[config.mk]
export PLATFORM = sky130hd
export DESIGN_NAME = integer_to_ascii_formatter
export DESIGN_NICKNAME = d
export VERILOG_FILES = /design/src/rtl/core/itoa_pkg.sv /design/src/rtl/core/integer_to_ascii_formatter.sv /design/src/rtl/core/itoa_bcd_cell.sv
export SDC_FILE = /design/constraint.sdc
export NUM_CORES = 1
export LEC_CHECK = 0
export BUFFER_PORTS_ARGS = -buffer_cell sky130_fd_sc_hd__buf_2
export CAP_MARGIN = 25
export CORE_MARGIN = 2
export CORE_UTILIZATION = 51
export DETAILED_ROUTE_END_ITERATION = 16
export HOLD_SLACK_MARGIN = 0.12
export PLACE_DENSITY_LB_ADDON = 0.15
export SYNTH_ARGS = -nofsm -noshare
export SYNTH_HDL_FRONTEND = slang
export SYNTH_HIERARCHICAL = 1
export SYNTH_SLANG_ARGS = --single-unit
[constraint.sdc]
create_clock -name clk -period 10.8 [get_ports clk]
set_input_delay 0 -clock clk [delete_from_list [all_inputs] [get_ports clk]]
set_output_delay 0 -clock clk [all_outputs]
set_load 0.1 [all_outputs]
[src/rtl/core/itoa_pkg.sv]
// shared types, constants and the digit-to-character function of the
// integer to ascii formatter; no dependencies
package itoa_pkg;

    localparam int VALUE_W        = 64;
    localparam int VALUE_BITS_DEF = 64;
    localparam int DEC_DIGITS     = 20;
    localparam int OCT_DIGITS     = 11;
    localparam int IDX_W          = 5;

    localparam logic [2:0] OP_UDEC = 3'd0;
    localparam logic [2:0] OP_SDEC = 3'd1;
    localparam logic [2:0] OP_HEX  = 3'd2;
    localparam logic [2:0] OP_BIN  = 3'd3;
    localparam logic [2:0] OP_OCT  = 3'd4;

    localparam logic [6:0] CHAR_MINUS = 7'h2D;
    localparam logic [6:0] CHAR_ZERO  = 7'h30;
    localparam logic [6:0] CHAR_UPPER = 7'h37;

    typedef enum logic [2:0] {
        ST_IDLE,
        ST_CONV,
        ST_SKIP,
        ST_SIGN,
        ST_EMIT
    } itoa_state_t;

    typedef struct packed {
        logic clear;
        logic dabble;
        logic shift;
    } cell_ctrl_t;

    function automatic logic [6:0] digit_char(input logic [3:0] d);
        logic [6:0] c;
        if (d < 4'd10)
            c = CHAR_ZERO + 7'(d);
        else
            c = CHAR_UPPER + 7'(d);
        return c;
    endfunction

endpackage

[src/rtl/core/integer_to_ascii_formatter.sv]
// top level of the integer to ascii formatter: command control, operand
// masking, the chain of bcd cells and the character output; uses itoa_pkg
// and itoa_bcd_cell
//
// A number is taken when start is high and busy is low; busy drops in the cycle
// that carries its last character on char_out, so the next number can be taken
// at the edge that ends that cycle. Characters leave one per cycle on char_out,
// marked by strobe, and the final one of a number carries last; the receiver
// cannot hold them off. Decimal formats first shift the operand, top bit first,
// through a row of 20 bcd digit cells with shift-add-3, then skip suppressed
// leading zeros one per cycle and emit the digits, after a minus sign if one is
// needed. Octal emits 11 digits with leading zeros skipped one per cycle, hex
// emits 2, 4, 8 or 16 digits and binary 8, with no zeros skipped. Format
// codes above octal are taken and ignored.
module integer_to_ascii_formatter #(
    parameter int VALUE_BITS = itoa_pkg::VALUE_BITS_DEF
) (
    input  logic                         clk,
    input  logic                         rst_n,
    input  logic                         start,
    output logic                         busy,
    input  logic [2:0]                   op,
    input  logic [1:0]                   size,
    input  logic [itoa_pkg::VALUE_W-1:0] value,
    output logic                         strobe,
    output logic [6:0]                   char_out,
    output logic                         last
);
    import itoa_pkg::*;

    localparam int CNT_W = $clog2(VALUE_BITS);

    itoa_state_t state_reg, state_next;
    logic [2:0]            op_reg, op_next;
    logic                  neg_reg, neg_next;
    logic [VALUE_BITS-1:0] work_reg, work_next;
    logic [CNT_W-1:0]      cnt_reg, cnt_next;
    logic [IDX_W-1:0]      idx_reg, idx_next;
    logic                  strobe_reg, strobe_next;
    logic [6:0]            char_reg, char_next;
    logic                  last_reg, last_next;

    cell_ctrl_t            cctl;
    logic [DEC_DIGITS-1:0] bit_chain;
    logic [3:0]            digits [DEC_DIGITS];

    logic [VALUE_W-1:0]    mask64;
    logic [VALUE_BITS-1:0] mask;
    logic [VALUE_BITS-1:0] operand;
    logic [VALUE_BITS-1:0] mag;
    logic [6:0]            opw;
    logic                  sign_bit;
    logic [VALUE_W-1:0]    work_ext;
    logic [6:0]            oct_sh;
    logic [3:0]            cur;
    logic                  is_dec;

    genvar g;
    generate
        for (g = 0; g < DEC_DIGITS; g++)
        begin : g_cell
            logic       b_in;
            logic [3:0] n_in;
            if (g == 0)
            begin : g_first
                assign b_in = work_reg[VALUE_BITS-1];
                assign n_in = 4'd0;
            end
            else
            begin : g_rest
                assign b_in = bit_chain[g-1];
                assign n_in = digits[g-1];
            end
            itoa_bcd_cell u_cell (
                .clk     (clk),
                .rst_n   (rst_n),
                .ctrl    (cctl),
                .bit_in  (b_in),
                .nib_in  (n_in),
                .bit_out (bit_chain[g]),
                .digit   (digits[g])
            );
        end
    endgenerate

    // operand masking and magnitude
    always_comb
    begin
        case (size)
            2'd0:    mask64 = 64'h0000_0000_0000_00FF;
            2'd1:    mask64 = 64'h0000_0000_0000_FFFF;
            2'd2:    mask64 = 64'h0000_0000_FFFF_FFFF;
            default: mask64 = 64'hFFFF_FFFF_FFFF_FFFF;
        endcase
        if (op == OP_BIN)
            mask64 = 64'h0000_0000_0000_00FF;
        else if (op == OP_OCT)
            mask64 = 64'h0000_0000_FFFF_FFFF;
        mask    = VALUE_BITS'(mask64);
        operand = VALUE_BITS'(value) & mask;
        opw     = 7'd8 << size;
        if (opw > 7'(VALUE_BITS))
            opw = 7'(VALUE_BITS);
        sign_bit = |(operand >> (opw - 7'd1)) & 1'b1;
        mag      = (~operand + VALUE_BITS'(1)) & mask;
    end

    assign work_ext = VALUE_W'(work_reg);
    assign oct_sh   = 7'(idx_reg) * 7'd3;
    assign is_dec   = (op_reg == OP_UDEC) || (op_reg == OP_SDEC);

    always_comb
    begin
        case (op_reg)
            OP_UDEC: cur = digits[DEC_DIGITS-1];
            OP_SDEC: cur = digits[DEC_DIGITS-1];
            OP_HEX:  cur = 4'(work_ext >> {idx_reg, 2'b00});
            OP_BIN:  cur = {3'b000, work_ext[idx_reg[2:0]]};
            OP_OCT:  cur = 4'(work_ext >> oct_sh) & 4'h7;
            default: cur = 4'd0;
        endcase
    end

    always_comb
    begin
        state_next  = state_reg;
        op_next     = op_reg;
        neg_next    = neg_reg;
        work_next   = work_reg;
        cnt_next    = cnt_reg;
        idx_next    = idx_reg;
        strobe_next = 1'b0;
        char_next   = char_reg;
        last_next   = 1'b0;
        cctl        = '0;
        case (state_reg)
            ST_IDLE:
            begin
                if (start)
                begin
                    op_next  = op;
                    neg_next = 1'b0;
                    cnt_next = '0;
                    case (op)
                        OP_UDEC:
                        begin
                            work_next  = operand;
                            cctl.clear = 1'b1;
                            state_next = ST_CONV;
                        end
                        OP_SDEC:
                        begin
                            neg_next   = sign_bit;
                            work_next  = sign_bit ? mag : operand;
                            cctl.clear = 1'b1;
                            state_next = ST_CONV;
                        end
                        OP_HEX:
                        begin
                            work_next  = operand;
                            idx_next   = IDX_W'(5'd2 << size) - IDX_W'(1);
                            state_next = ST_EMIT;
                        end
                        OP_BIN:
                        begin
                            work_next  = operand;
                            idx_next   = IDX_W'(7);
                            state_next = ST_EMIT;
                        end
                        OP_OCT:
                        begin
                            work_next  = operand;
                            idx_next   = IDX_W'(OCT_DIGITS - 1);
                            state_next = ST_SKIP;
                        end
                        default:
                        begin
                            state_next = ST_IDLE;
                        end
                    endcase
                end
            end
            ST_CONV:
            begin
                cctl.dabble = 1'b1;
                work_next   = work_reg << 1;
                cnt_next    = cnt_reg + CNT_W'(1);
                if (cnt_reg == CNT_W'(VALUE_BITS - 1))
                begin
                    idx_next   = IDX_W'(DEC_DIGITS - 1);
                    state_next = ST_SKIP;
                end
            end
            ST_SKIP:
            begin
                if (cur == 4'd0 && idx_reg != '0)
                begin
                    idx_next   = idx_reg - IDX_W'(1);
                    cctl.shift = is_dec;
                end
                else
                    state_next = neg_reg ? ST_SIGN : ST_EMIT;
            end
            ST_SIGN:
            begin
                strobe_next = 1'b1;
                char_next   = CHAR_MINUS;
                state_next  = ST_EMIT;
            end
            ST_EMIT:
            begin
                strobe_next = 1'b1;
                char_next   = digit_char(cur);
                if (idx_reg == '0)
                begin
                    last_next  = 1'b1;
                    state_next = ST_IDLE;
                end
                else
                begin
                    idx_next   = idx_reg - IDX_W'(1);
                    cctl.shift = is_dec;
                end
            end
            default:
            begin
                state_next = ST_IDLE;
            end
        endcase
    end

    always_ff @(posedge clk or negedge rst_n)
    begin
        if (!rst_n)
        begin
            state_reg  <= ST_IDLE;
            op_reg     <= OP_UDEC;
            neg_reg    <= 1'b0;
            work_reg   <= '0;
            cnt_reg    <= '0;
            idx_reg    <= '0;
            strobe_reg <= 1'b0;
            char_reg   <= '0;
            last_reg   <= 1'b0;
        end
        else
        begin
            state_reg  <= state_next;
            op_reg     <= op_next;
            neg_reg    <= neg_next;
            work_reg   <= work_next;
            cnt_reg    <= cnt_next;
            idx_reg    <= idx_next;
            strobe_reg <= strobe_next;
            char_reg   <= char_next;
            last_reg   <= last_next;
        end
    end

    assign busy     = (state_reg != ST_IDLE);
    assign strobe   = strobe_reg;
    assign char_out = char_reg;
    assign last     = last_reg;

endmodule

[src/rtl/core/itoa_bcd_cell.sv]
// one bcd digit cell of the conversion chain: add-3 and bit shift during
// conversion, nibble shift toward the top during output; uses itoa_pkg
module itoa_bcd_cell (
    input  logic                 clk,
    input  logic                 rst_n,
    input  itoa_pkg::cell_ctrl_t ctrl,
    input  logic                 bit_in,
    input  logic [3:0]           nib_in,
    output logic                 bit_out,
    output logic [3:0]           digit
);
    import itoa_pkg::*;

    logic [3:0] digit_reg;
    logic [3:0] digit_next;
    logic [3:0] adj;

    assign adj     = (digit_reg >= 4'd5) ? digit_reg + 4'd3 : digit_reg;
    assign bit_out = adj[3];
    assign digit   = digit_reg;

    always_comb
    begin
        digit_next = digit_reg;
        if (ctrl.clear)
            digit_next = 4'd0;
        else if (ctrl.dabble)
            digit_next = {adj[2:0], bit_in};
        else if (ctrl.shift)
            digit_next = nib_in;
    end

    always_ff @(posedge clk or negedge rst_n)
    begin
        if (!rst_n)
            digit_reg <= 4'd0;
        else
            digit_reg <= digit_next;
    end

endmodule
Word level (Yosys, flattened, before mapping)
Cells that the tools add are included.

cells by class
  mux-type cells = 119
  add/sub/neg operators = 27
  magnitude comparators = 23
  bitwise logic cells = 3
  shifts and indexed selects = 5
  equal/unequal tests = 23
  reductions and logical operators = 25
  $mul = 1

operators by type and width
  operator                                                           count
  2-to-1 mux 4 bit                                                   79
  2-to-1 mux 64 bit                                                  4
  one-hot mux 64 bit (2 select lines)                                2
  one-hot mux 64 bit (3 select lines)                                1
  AND 64 bit                                                         2
  greater-or-equal comparator 4 x 3 -> 1 bit, second input constant  20
  adder 4 x 2 -> 4 bit, second input constant                        19
  adder 64 x 1 -> 64 bit, second input constant                      1
  NOT 64 bit                                                         1
  OR reduction 64 bit                                                1
  >> shifter 64 x 7 -> 3 bit                                         1
  >> shifter 64 x 7 -> 4 bit                                         1
  >> shifter 64 x 7 -> 64 bit                                        1
  2-to-1 mux 5 bit                                                   4
  one-hot mux 5 bit (4 select lines)                                 1
  equality test 3 x 2 -> 1 bit, second input constant                6
  2-to-1 mux 3 bit                                                   6
  one-hot mux 4 bit (4 select lines)                                 1
  one-hot mux 3 bit (5 select lines)                                 1
  one-hot mux 5 bit (3 select lines)                                 1
  adder 6 x 4 -> 7 bit, first input constant                         2
  2-to-1 mux 7 bit                                                   2
  one-hot mux 7 bit (2 select lines)                                 1
  inequality test 2 bit, second input constant                       6
  other kinds (39)                                                   62

storage, ports and cells
  bits of input ports = 72
  register bits after elaboration = 171
  word-level logic and storage cells = 255

Logic depth before layout (Yosys ltp)
Gate-level depths: netlist (run 1).

  depth in word-level cells = 12
  mapped depth = 17
  depth with buffers taken out = 13

Cells and area by module
The synthesis (run 1) kept the hierarchy.

modules (own cells, without submodules)
  module                      cells an instance  times used  sequential area each (um^2)  area each (um^2)
  integer_to_ascii_formatter  856                1           2,277.2                      7,599.8
  itoa_bcd_cell               39                 20          100.1                        344.1

Worst setup path after synthesis (run 1)
No wires, ideal clock.

  path kind = reg2reg
  start = reg idx_reg[0]
  end = reg g_cell[10].u_cell.digit_reg[0]
  period minus slack after synthesis = 11,487 ps
  path slack = -687 ps
  required time = 10,694 ps
  arrival = 11,381 ps
  setup time = 106 ps
  cell stages (with the launch flop) = 17
  cells stage by stage = dfrtp_1 > buf_4 > buf_4 > buf_6 > buf_6 > mux4_2 > mux2i_1 > o22ai_1 > a311oi_1 > o211a_1 > ha_1 > and2_1 > nand4_1 > a21boi_0 > mux2_2 > mux2i_1 > nor2_1

RTL lines
  what                    RTL line                           source
  start, declared         integer_to_ascii_formatter.sv:38   logic [IDX_W-1:0] idx_reg, idx_next;
  start signal, assigned  integer_to_ascii_formatter.sv:253  idx_reg <= idx_next;
  end signal, assigned    itoa_bcd_cell.sv:38                digit_reg <= digit_next;
  end, declared           itoa_bcd_cell.sv:14                logic [3:0] digit_reg;

==> results.sh, run 1 <==
export IMPL_drt_wl_total_um=39200
export IMPL_final_common_cell="dfrtp_1"
export IMPL_antenna_cells=0
export IMPL_hold_violations=0
export IMPL_grt_pass1_vias=12500
export IMPL_end_kind="register"
export IMPL_finalSetupViolations=0
export IMPL_placed_cells=2023
export IMPL_clk_pin_slew_ps=70
export IMPL_rsz0062_at_grt="no"
export IMPL_finalPower_mw=3.88
export IMPL_fin_worst_skew_ps=15.3
export IMPL_syn_inst=1633
export IMPL_place_congestion=0.933
export IMPL_grt_use_met3=0.0293
export IMPL_fmax_ghz=0.194
export IMPL_cts_resized=0
export IMPL_crit_arrival_ps=5450
export IMPL_finalMaxSlewViolations=0
export IMPL_first_pass_iters=5
export IMPL_cts_root_buf="clkbuf_16"
export IMPL_yosysWarnings=6
export IMPL_core_mm2=0.0279
export IMPL_reg2reg_depth=15
export IMPL_via_count=13300
export IMPL_cts_tree="done"
export IMPL_grt_usage=0.268
export IMPL_timing_reg2reg_setup_slack_ps=5630
export IMPL_antenna_found_initial=0
export IMPL_ir_drop_mv=0.125
export IMPL_fin_nets=1858
export IMPL_use_met1=0.362
export IMPL_dpl_cell_area_mm2=0.0148
export IMPL_period_share=0.478
export IMPL_fp_row_count=61
export IMPL_status="finished, final reports clean"
export IMPL_grt_busiest_layer="met2"
export IMPL_drive_gt1_frac=0.121
export IMPL_clockBufferDepth=2
export IMPL_maxCapViolations=0
export IMPL_grt_max_degree=149
export IMPL_whs_ps=130
export IMPL_initial_utilization=0.519
export IMPL_tightest_slew_ps=983
export IMPL_synth_area_mm2=0.0145
export IMPL_routedWlPerCell_um=18.4
export IMPL_critPathLaunchType="register"
export IMPL_ant_nets=0
export IMPL_drtIter0Drc=1194
export IMPL_cts_hold_buf=75
export IMPL_grt_pass1_wl_um=64300
export IMPL_final_cells=2132
export IMPL_crit_required_ps=11080
export IMPL_utilization=0.577
export IMPL_setup_ws_ps=5630
export IMPL_area_growth_synth_to_final_pct=11.2
export IMPL_drc_errors=0
export IMPL_fin_crit_ps=5170
export IMPL_htree_levels=4
export IMPL_die_area_mm2=0.0297
export IMPL_met2_usage=0.457
export IMPL_rr_endpoint="g_cell[9].u_cell/digit[0]$_DFFE_PN0P_"
export IMPL_layout_common_cells="dfrtp_1 (170), nor2_1 (141), o21ai_0 (139), inv_1 (102), nand2_1 (83)"
export IMPL_post_cts_buffers=0
export IMPL_critPathMaxFanout=59
export IMPL_fp_dieH_um=172
export IMPL_ios=82
export IMPL_drt_vias_per_instance=6.25
export IMPL_chipWidth_um=172
export IMPL_power_density_mw_per_mm2=241
export IMPL_slew_headroom=0.345
export IMPL_finalSetupTns_ps=0
export IMPL_post_dp_hpwl_um=26100
export IMPL_hold_class="input port to asynchronous set/reset pin"
export IMPL_cts_sinks=171
export IMPL_clk_latency_ps=440
export IMPL_cts_inserted_buffers=17
export IMPL_largest_reg_flops=80
export IMPL_fillCellCount=2499
export IMPL_grt_overflow=0
export IMPL_power_leakage_nw=6.17
export IMPL_place_ws_ps=5390
export IMPL_fin_area_mm2=0.0161
export IMPL_io_buffers=81
export IMPL_crit_type="register to register"
export IMPL_synth_area_per_cell_um2=8.86
export IMPL_r2r_start="idx_reg[1]$_DFFE_PN0P_"
[report_power, final]
part           switching, mW  total (mW)  leakage (nW)  internal (mW)
sequential             0.362        1.25          2.26          0.889
combinational           1.18        2.03          3.66          0.848
clock                  0.276       0.595         0.250          0.319
[worst max path at each step]
stage / startpoint / endpoint / slack, ps / depth (start not counted)
finish: idx_reg[1]$_DFFE_PN0P_ / g_cell[9].u_cell/digit[0]$_DFFE_PN0P_ / 5630 / 15
detailed placement: idx_reg[0]$_DFFE_PN0P_ / g_cell[19].u_cell/digit[0]$_DFFE_PN0P_ / 5390 / 15
CTS: idx_reg[0]$_DFFE_PN0P_ / g_cell[19].u_cell/digit[0]$_DFFE_PN0P_ / 5380 / 15
floorplan: state_reg[2]$_DFFE_PN0P_ / neg_reg$_DFFE_PN0P_ / 1770 / 5
global placement: idx_reg[0]$_DFFE_PN0P_ / g_cell[18].u_cell/digit[0]$_DFFE_PN0P_ / 5500 / 15
global route: idx_reg[1]$_DFFE_PN0P_ / g_cell[10].u_cell/digit[0]$_DFFE_PN0P_ / 5230 / 15
[layer usage]
metal	part of all wire	up-vias
met1	0.45	6489
met4	0.020	0
met5	0	-
met2	0.49	450
li1	-	6336
met3	0.045	55
[critical path, cell delays in order (launching register included)]
cell,delay [ps]
dfrtp_1,930
inv_1,460
and3_1,310
a221oi_1,310
o21ai_0,150
nand3_1,120
o211a_1,220
ha_1,150
and2_1,150
nand4_1,160
a21boi_4,220
buf_4,480
buf_4,740
mux2_2,410
mux2i_1,120
nor2_1,50
[layout make-up]
type / count / area (um^2) / area share
multi-input cells: 1276 / 9090 / 0.565
clock inverters: 12 / 115 / 0.00716
flip-flops and latches: 171 / 4280 / 0.266
clock buffers: 20 / 437 / 0.0272
well taps: 378 / 473 / 0.0294
inverters: 104 / 398 / 0.0247
repair buffers: 171 / 1280 / 0.0799
(Power assumes the default switching activity.)
==> inputs of run 2 (changes only) <==
--- a/config.mk
+++ b/config.mk
@@ -5,6 +5,7 @@
 export SDC_FILE = /design/constraint.sdc
 export NUM_CORES = 1
 export LEC_CHECK = 0
+export ABC_AREA = 1
 export BUFFER_PORTS_ARGS = -buffer_cell sky130_fd_sc_hd__buf_2
 export CAP_MARGIN = 25
 export CORE_MARGIN = 2
==> constraint.sdc (replaced) <==
create_clock -name clk -period 4.2 [get_ports clk]
set_input_delay 0 -clock clk [delete_from_list [all_inputs] [get_ports clk]]
set_output_delay 0 -clock clk [all_outputs]
set_load 0.1 [all_outputs]
==> run 2 against run 1 <==
Compared with the run above:
- register-to-register slack worse by 5200 ps
- combinational power rose to 3.1 times the previous value
- sequential share of layout area is 2.6 points lower
- count of clock-buffer cells in the layout did not move
- cell count rose by 51%
- worst hold slack improved by 16 ps
- synthesized cell count up 67%
- maximum frequency rose by 39%
- worst setup slack got worse by 5200 ps
- critical path type unchanged
- critical endpoint is now g_cell[1].u_cell/digit[1]$_DFFE_PN0P_
==> results.sh, run 2 <==
export IMPL_status="finished, final reports clean"
export IMPL_synth_area_mm2=0.0160
export IMPL_yosysWarnings=6
export IMPL_timing_reg2reg_setup_slack_ps=480
export IMPL_fin_crit_ps=3720
export IMPL_finalPower_mw=10.9
export IMPL_clk_pin_slew_ps=70
export IMPL_place_ws_ps=390
export IMPL_cts_root_buf="clkbuf_16"
export IMPL_cts_inserted_buffers=17
export IMPL_cts_sinks=171
export IMPL_initial_utilization=0.520
export IMPL_first_pass_iters=5
export IMPL_drive_gt1_frac=0.0758
export IMPL_antenna_found_initial=0
export IMPL_critPathLaunch="idx_reg[1]$_DFFE_PN0P_"
export IMPL_internal_power_mw=5.30
export IMPL_utilization=0.580
export IMPL_die_area_mm2=0.0328
export IMPL_reg2reg_depth=22
export IMPL_htree_levels=4
export IMPL_p_clk_frac=0.142
export IMPL_crit_arrival_ps=4100
export IMPL_fp_dieH_um=181
export IMPL_finalMaxSlewViolations=0
export IMPL_fillCellCount=2979
export IMPL_grt_pass1_vias=16200
export IMPL_finalSetupViolations=0
export IMPL_min_to="work_ext[58]$_DFFE_PN0P_"
export IMPL_grt_overflow=0
export IMPL_place_congestion=0.954
export IMPL_ios=82
export IMPL_grt_max_degree=206
export IMPL_final_common_cell="nand2_1"
export IMPL_clockBufferDepth=2
export IMPL_maxCapViolations=0
export IMPL_seqPwrFrac=0.280
export IMPL_dpl_cell_area_mm2=0.0166
export IMPL_largest_reg_flops=80
export IMPL_setup_ws_ps=477
export IMPL_antenna_cells=0
export IMPL_p_sw_frac=0.515
export IMPL_critPathMaxFanout=20
export IMPL_layout_common_cells="nand2_1 (1015), inv_1 (325), nor2_1 (309), nand3_1 (227), dfrtp_1 (170)"
export IMPL_cts_resized=0
export IMPL_min_from="value[58]"
export IMPL_drt_wl_total_um=46600
export IMPL_fin_area_mm2=0.0178
export IMPL_ant_nets=0
export IMPL_period_share=0.886
export IMPL_chipWidth_um=181
export IMPL_syn_inst=2732
export IMPL_hold_path_depth=7
export IMPL_power_leakage_nw=9.60
export IMPL_power_frac_comb=0.578
export IMPL_hold_class="input port to register"
export IMPL_rsz0062_at_grt="no"
export IMPL_core_mm2=0.0307
export IMPL_grt_pass1_wl_um=78100
export IMPL_cts_tree="done"
export IMPL_via_count=17600
export IMPL_crit_required_ps=4580
export IMPL_grt_usage=0.286
export IMPL_post_cts_buffers=0
export IMPL_post_dp_hpwl_um=33300
export IMPL_critPathLaunchType="register"
export IMPL_ir_drop_mv=0.588
export IMPL_routedWlPerCell_um=14.5
export IMPL_clk_latency_ps=440
export IMPL_hold_violations=0
export IMPL_area_growth_synth_to_final_pct=11.5
export IMPL_rr_endpoint="g_cell[1].u_cell/digit[1]$_DFFE_PN0P_"
export IMPL_slew_headroom=0.367
export IMPL_fmax_ghz=0.269
export IMPL_drt_vias_per_instance=5.46
export IMPL_p_sw_mw=5.64
export IMPL_r2r_start="idx_reg[1]$_DFFE_PN0P_"
export IMPL_synth_area_per_cell_um2=5.85
export IMPL_fp_row_count=64
export IMPL_end_kind="register"
export IMPL_io_buffers=81
export IMPL_crit_type="register to register"
export IMPL_fin_worst_skew_ps=11.5
export IMPL_drc_errors=0
export IMPL_finalSetupTns_ps=0
export IMPL_tightest_slew_ps=950
export IMPL_drtIter0Drc=1532
export IMPL_power_density_mw_per_mm2=613
export IMPL_fin_nets=2930
==> run 2: metrics by stage <==
stage | hold slack [ps] | cells
finish | 147 | 3218
CTS | 124 | 3216
global placement | 157 | 3127
floorplan | -296 | 2735
detailed placement | 166 | 3127
global route | 153 | 3218
==> run 2: cell type report <==
cell class                 count  area, um^2  share of cell area
multi-input combinational   2129       10000               0.561
sequential                   171        4280               0.240
timing repair buffer         163        1260              0.0708
inverter                     331        1240              0.0697
tap                          396         495              0.0278
clock buffer                  20         457              0.0256
clock inverter                 8        96.3             0.00540
==> run 2: critical path, stage by stage, from the launching register on <==
cell and delay, ps:
dfrtp_1 450, inv_1 180, nand2_2 250, inv_1 210, nand2_1 250, o21ai_0 130, inv_1 60, o2111ai_1 110
nand3_1 120, nand2_1 50, a21oi_1 310, ha_1 210, nand2_1 50, nor2_1 140, nand3_1 150, a21boi_2 160
buf_4 310, nor2_1 100, nand2_2 100, nand2_2 80, nor2_1 100, nand2_1 70, nand2_1 70
==> run 2: power by group through the flow <==
stage	Clock, mW	Combinational, mW	Sequential [mW]
2_1_floorplan	0	4.67	3.10
3_3_place_gp	0	6.02	3.06
3_5_place_dp	0	6.17	3.07
4_1_cts	1.58	6.26	3.05
5_1_grt	1.65	7.25	3.17
6_report	1.55	6.32	3.06
==> run 2: timing repair <==
| item | in CTS | in global routing |
|---|---|---|
| setup endpoints to repair | 0 | 0 |
| hold buffers | 61 | 0 |
| endpoints found under the hold margin | 152 | 0 |
==> run 2: how the worst max path moves through the flow <==
stage | slack [ps] | end
floorplan | 420 | g_cell[10].u_cell/digit[3]$_DFFE_PN0P_
global placement | 450 | g_cell[5].u_cell/digit[3]$_DFFE_PN0P_
detailed placement | 390 | g_cell[1].u_cell/digit[1]$_DFFE_PN0P_
CTS | 340 | g_cell[1].u_cell/digit[1]$_DFFE_PN0P_
global route | 50 | g_cell[17].u_cell/digit[2]$_DFFE_PN0P_
finish | 480 | g_cell[1].u_cell/digit[1]$_DFFE_PN0P_
==> run 2: per-layer routing <==
layer  wire length [um]  track usage
met1              21900        0.400
met5                  0            0
met2              20500        0.453
met3               3040       0.0462
met4               1180       0.0885
==> inputs of run 3 (changes only) <==
--- a/config.mk
+++ b/config.mk
@@ -12,6 +12,7 @@
 export CORE_UTILIZATION = 51
 export DETAILED_ROUTE_END_ITERATION = 16
 export HOLD_SLACK_MARGIN = 0.12
+export MAX_ROUTING_LAYER = met4
 export PLACE_DENSITY_LB_ADDON = 0.15
 export SYNTH_ARGS = -nofsm -noshare
 export SYNTH_HDL_FRONTEND = slang
==> run 3 against run 2 <==
Compared with the run above:
- combinational power hardly changed
- worst setup slack worse by 4.4 ps
- first-iteration DRC count is 15% higher
- die area stayed put
- critical path type unchanged
- largest cell class unchanged
- highest routed layer unchanged
==> results.sh, run 3 (synthesized netlist as in run 2, its figures left out) <==
export IMPL_fin_nets=2926
export IMPL_period_share=0.887
export IMPL_finalMaxSlewViolations=0
export IMPL_fp_row_count=64
export IMPL_routedWlPerCell_um=14.5
export IMPL_crit_required_ps=4580
export IMPL_dpl_cell_area_mm2=0.0167
export IMPL_area_growth_synth_to_final_pct=11.3
export IMPL_final_common_cell="nand2_1"
export IMPL_fp_dieH_um=181
export IMPL_cts_root_buf="clkbuf_16"
export IMPL_first_pass_iters=6
export IMPL_layout_common_cells="nand2_1 (1015), inv_1 (325), nor2_1 (309), nand3_1 (227), dfrtp_1 (170)"
export IMPL_crit_arrival_ps=4110
export IMPL_post_cts_buffers=0
export IMPL_cts_sinks=171
export IMPL_power_leakage_nw=9.56
export IMPL_slew_headroom=0.337
export IMPL_slowest_delay_ps=460
export IMPL_cts_resized=0
export IMPL_final_cells=3217
export IMPL_grt_overflow=0
export IMPL_critPathMaxFanout=20
export IMPL_utilization=0.579
export IMPL_drt_vias_per_instance=5.45
export IMPL_crit_family="simple AND/OR/NAND/NOR gates"
export IMPL_crit_buf_inv=3
export IMPL_fin_crit_ps=3730
export IMPL_clk_pin_slew_ps=70
export IMPL_cts_inserted_buffers=17
export IMPL_antenna_cells=0
export IMPL_maxCapViolations=0
export IMPL_drt_wl_total_um=46800
export IMPL_largest_reg_flops=80
export IMPL_grt_usage=0.294
export IMPL_finalPower_mw=10.9
export IMPL_grt_max_degree=203
export IMPL_status="finished, final reports clean"
export IMPL_post_dp_hpwl_um=33700
export IMPL_chipWidth_um=181
export IMPL_whs_ps=141
export IMPL_cts_tree="done"
export IMPL_clockBufferDepth=2
export IMPL_crit_top_cell="nand2_1"
export IMPL_ios=82
export IMPL_rsz0062_at_grt="no"
export IMPL_grt_pass1_vias=16100
export IMPL_fmax_ghz=0.268
export IMPL_power_density_mw_per_mm2=614
export IMPL_ant_nets=0
export IMPL_core_mm2=0.0307
export IMPL_hold_violations=0
export IMPL_clk_latency_ps=450
export IMPL_drtIter0Drc=1761
export IMPL_tightest_slew_ps=995
export IMPL_finalSetupTns_ps=0
export IMPL_crit_type="register to register"
export IMPL_io_buffers=81
export IMPL_fin_worst_skew_ps=8.32
export IMPL_critPathLaunchType="register"
export IMPL_hold_class="input port to register"
export IMPL_grt_pass1_wl_um=78000
export IMPL_htree_levels=4
export IMPL_place_ws_ps=523
export IMPL_crit_slowest_cell="dfrtp_1"
export IMPL_end_kind="register"
export IMPL_placed_cells=3127
export IMPL_setup_ws_ps=473
export IMPL_via_count=17500
export IMPL_fin_area_mm2=0.0178
export IMPL_place_congestion=0.988
export IMPL_initial_utilization=0.520
export IMPL_drc_errors=0
export IMPL_finalSetupViolations=0
export IMPL_cp_cell_sequence="inv_1, nand2_2, inv_1, nand2_1, o21ai_0, a211oi_1, o21ai_0, nand2_1, nand2_1, nand2_1, ha_1, nand2_1, nor2_1, nand3_1, a21boi_2, buf_4, nor2_1, nand2_2, nand2_2, nor2_1, nand2_1, nand2_1"
export IMPL_drive_gt1_frac=0.0766
export IMPL_ir_drop_mv=0.464
export IMPL_antenna_found_initial=0
export IMPL_die_area_mm2=0.0328
[run 3: cell types whose count changed in the layout (fill, tap and decap cells not counted)]
cell,before,now
buf_12,5,7
buf_16,1,0
buf_4,15,12
buf_6,1,2
bufinv_16,2,1
clkbuf_8,2,0
clkinv_2,4,2
clkinvlp_4,1,6
dlygate4sd3_1,61,58
inv_6,1,4
[run 3: routing by layer]
metal | part of all wire | wire [um] | GRT usage
met1 | 0.47 | 22000 | 0.406
met4 | 0.021 | 983 | 0.0849
met5 | 0 | 0 | -
met3 | 0.062 | 2880 | 0.0401
met2 | 0.45 | 20900 | 0.452
[run 3: timing repair]
action | CTS | global route
endpoints found under the hold margin | 140 | 0
hold buffers | 58 | 0
setup endpoints to repair | 0 | 0
[run 3: layout make-up]
type,instances,area (um^2)
inverter,331,1240
tap,396,495
sequential,171,4280
clock buffer,18,429
fill,3111,12900
multi-input combinational,2129,10000
timing repair buffer,159,1230
clock inverter,13,120
[run 3: power breakdown]
group | leakage (nW) | internal (mW) | switching (mW) | total [mW]
combinational | 7.11 | 2.09 | 4.24 | 6.33
sequential | 2.20 | 2.32 | 0.746 | 3.07
clock | 0.252 | 0.817 | 0.716 | 1.53
[run 3: worst paths after layout]
check	slack (ps)	cells after the start	start	endpoint
min reg2reg	480	2	work_ext[42]$_DFFE_PN0P_	work_ext[42]$_DFFE_PN0P_
min	140	7	value[8]	work_ext[8]$_DFFE_PN0P_
min in group asynchronous	170	2	rst_n	cnt_reg[2]$_DFFE_PN0P_
max reg2reg	470	22	idx_reg[1]$_DFFE_PN0P_	g_cell[17].u_cell/digit[2]$_DFFE_PN0P_
max in group asynchronous	2870	3	rst_n	g_cell[9].u_cell/digit[3]$_DFFE_PN0P_
max	470	22	idx_reg[1]$_DFFE_PN0P_	g_cell[17].u_cell/digit[2]$_DFFE_PN0P_
[run 3: worst register-to-register path, delay by kind of cell, from the launching register on]
family | cells | cell delay, ps
AO/OA/AOI/OAI | 4 | 710
adder cells (fa/ha/maj) | 1 | 160
flip-flops | 1 | 460
AND/OR/NAND/NOR | 14 | 1630
buffers and inverters | 3 | 720
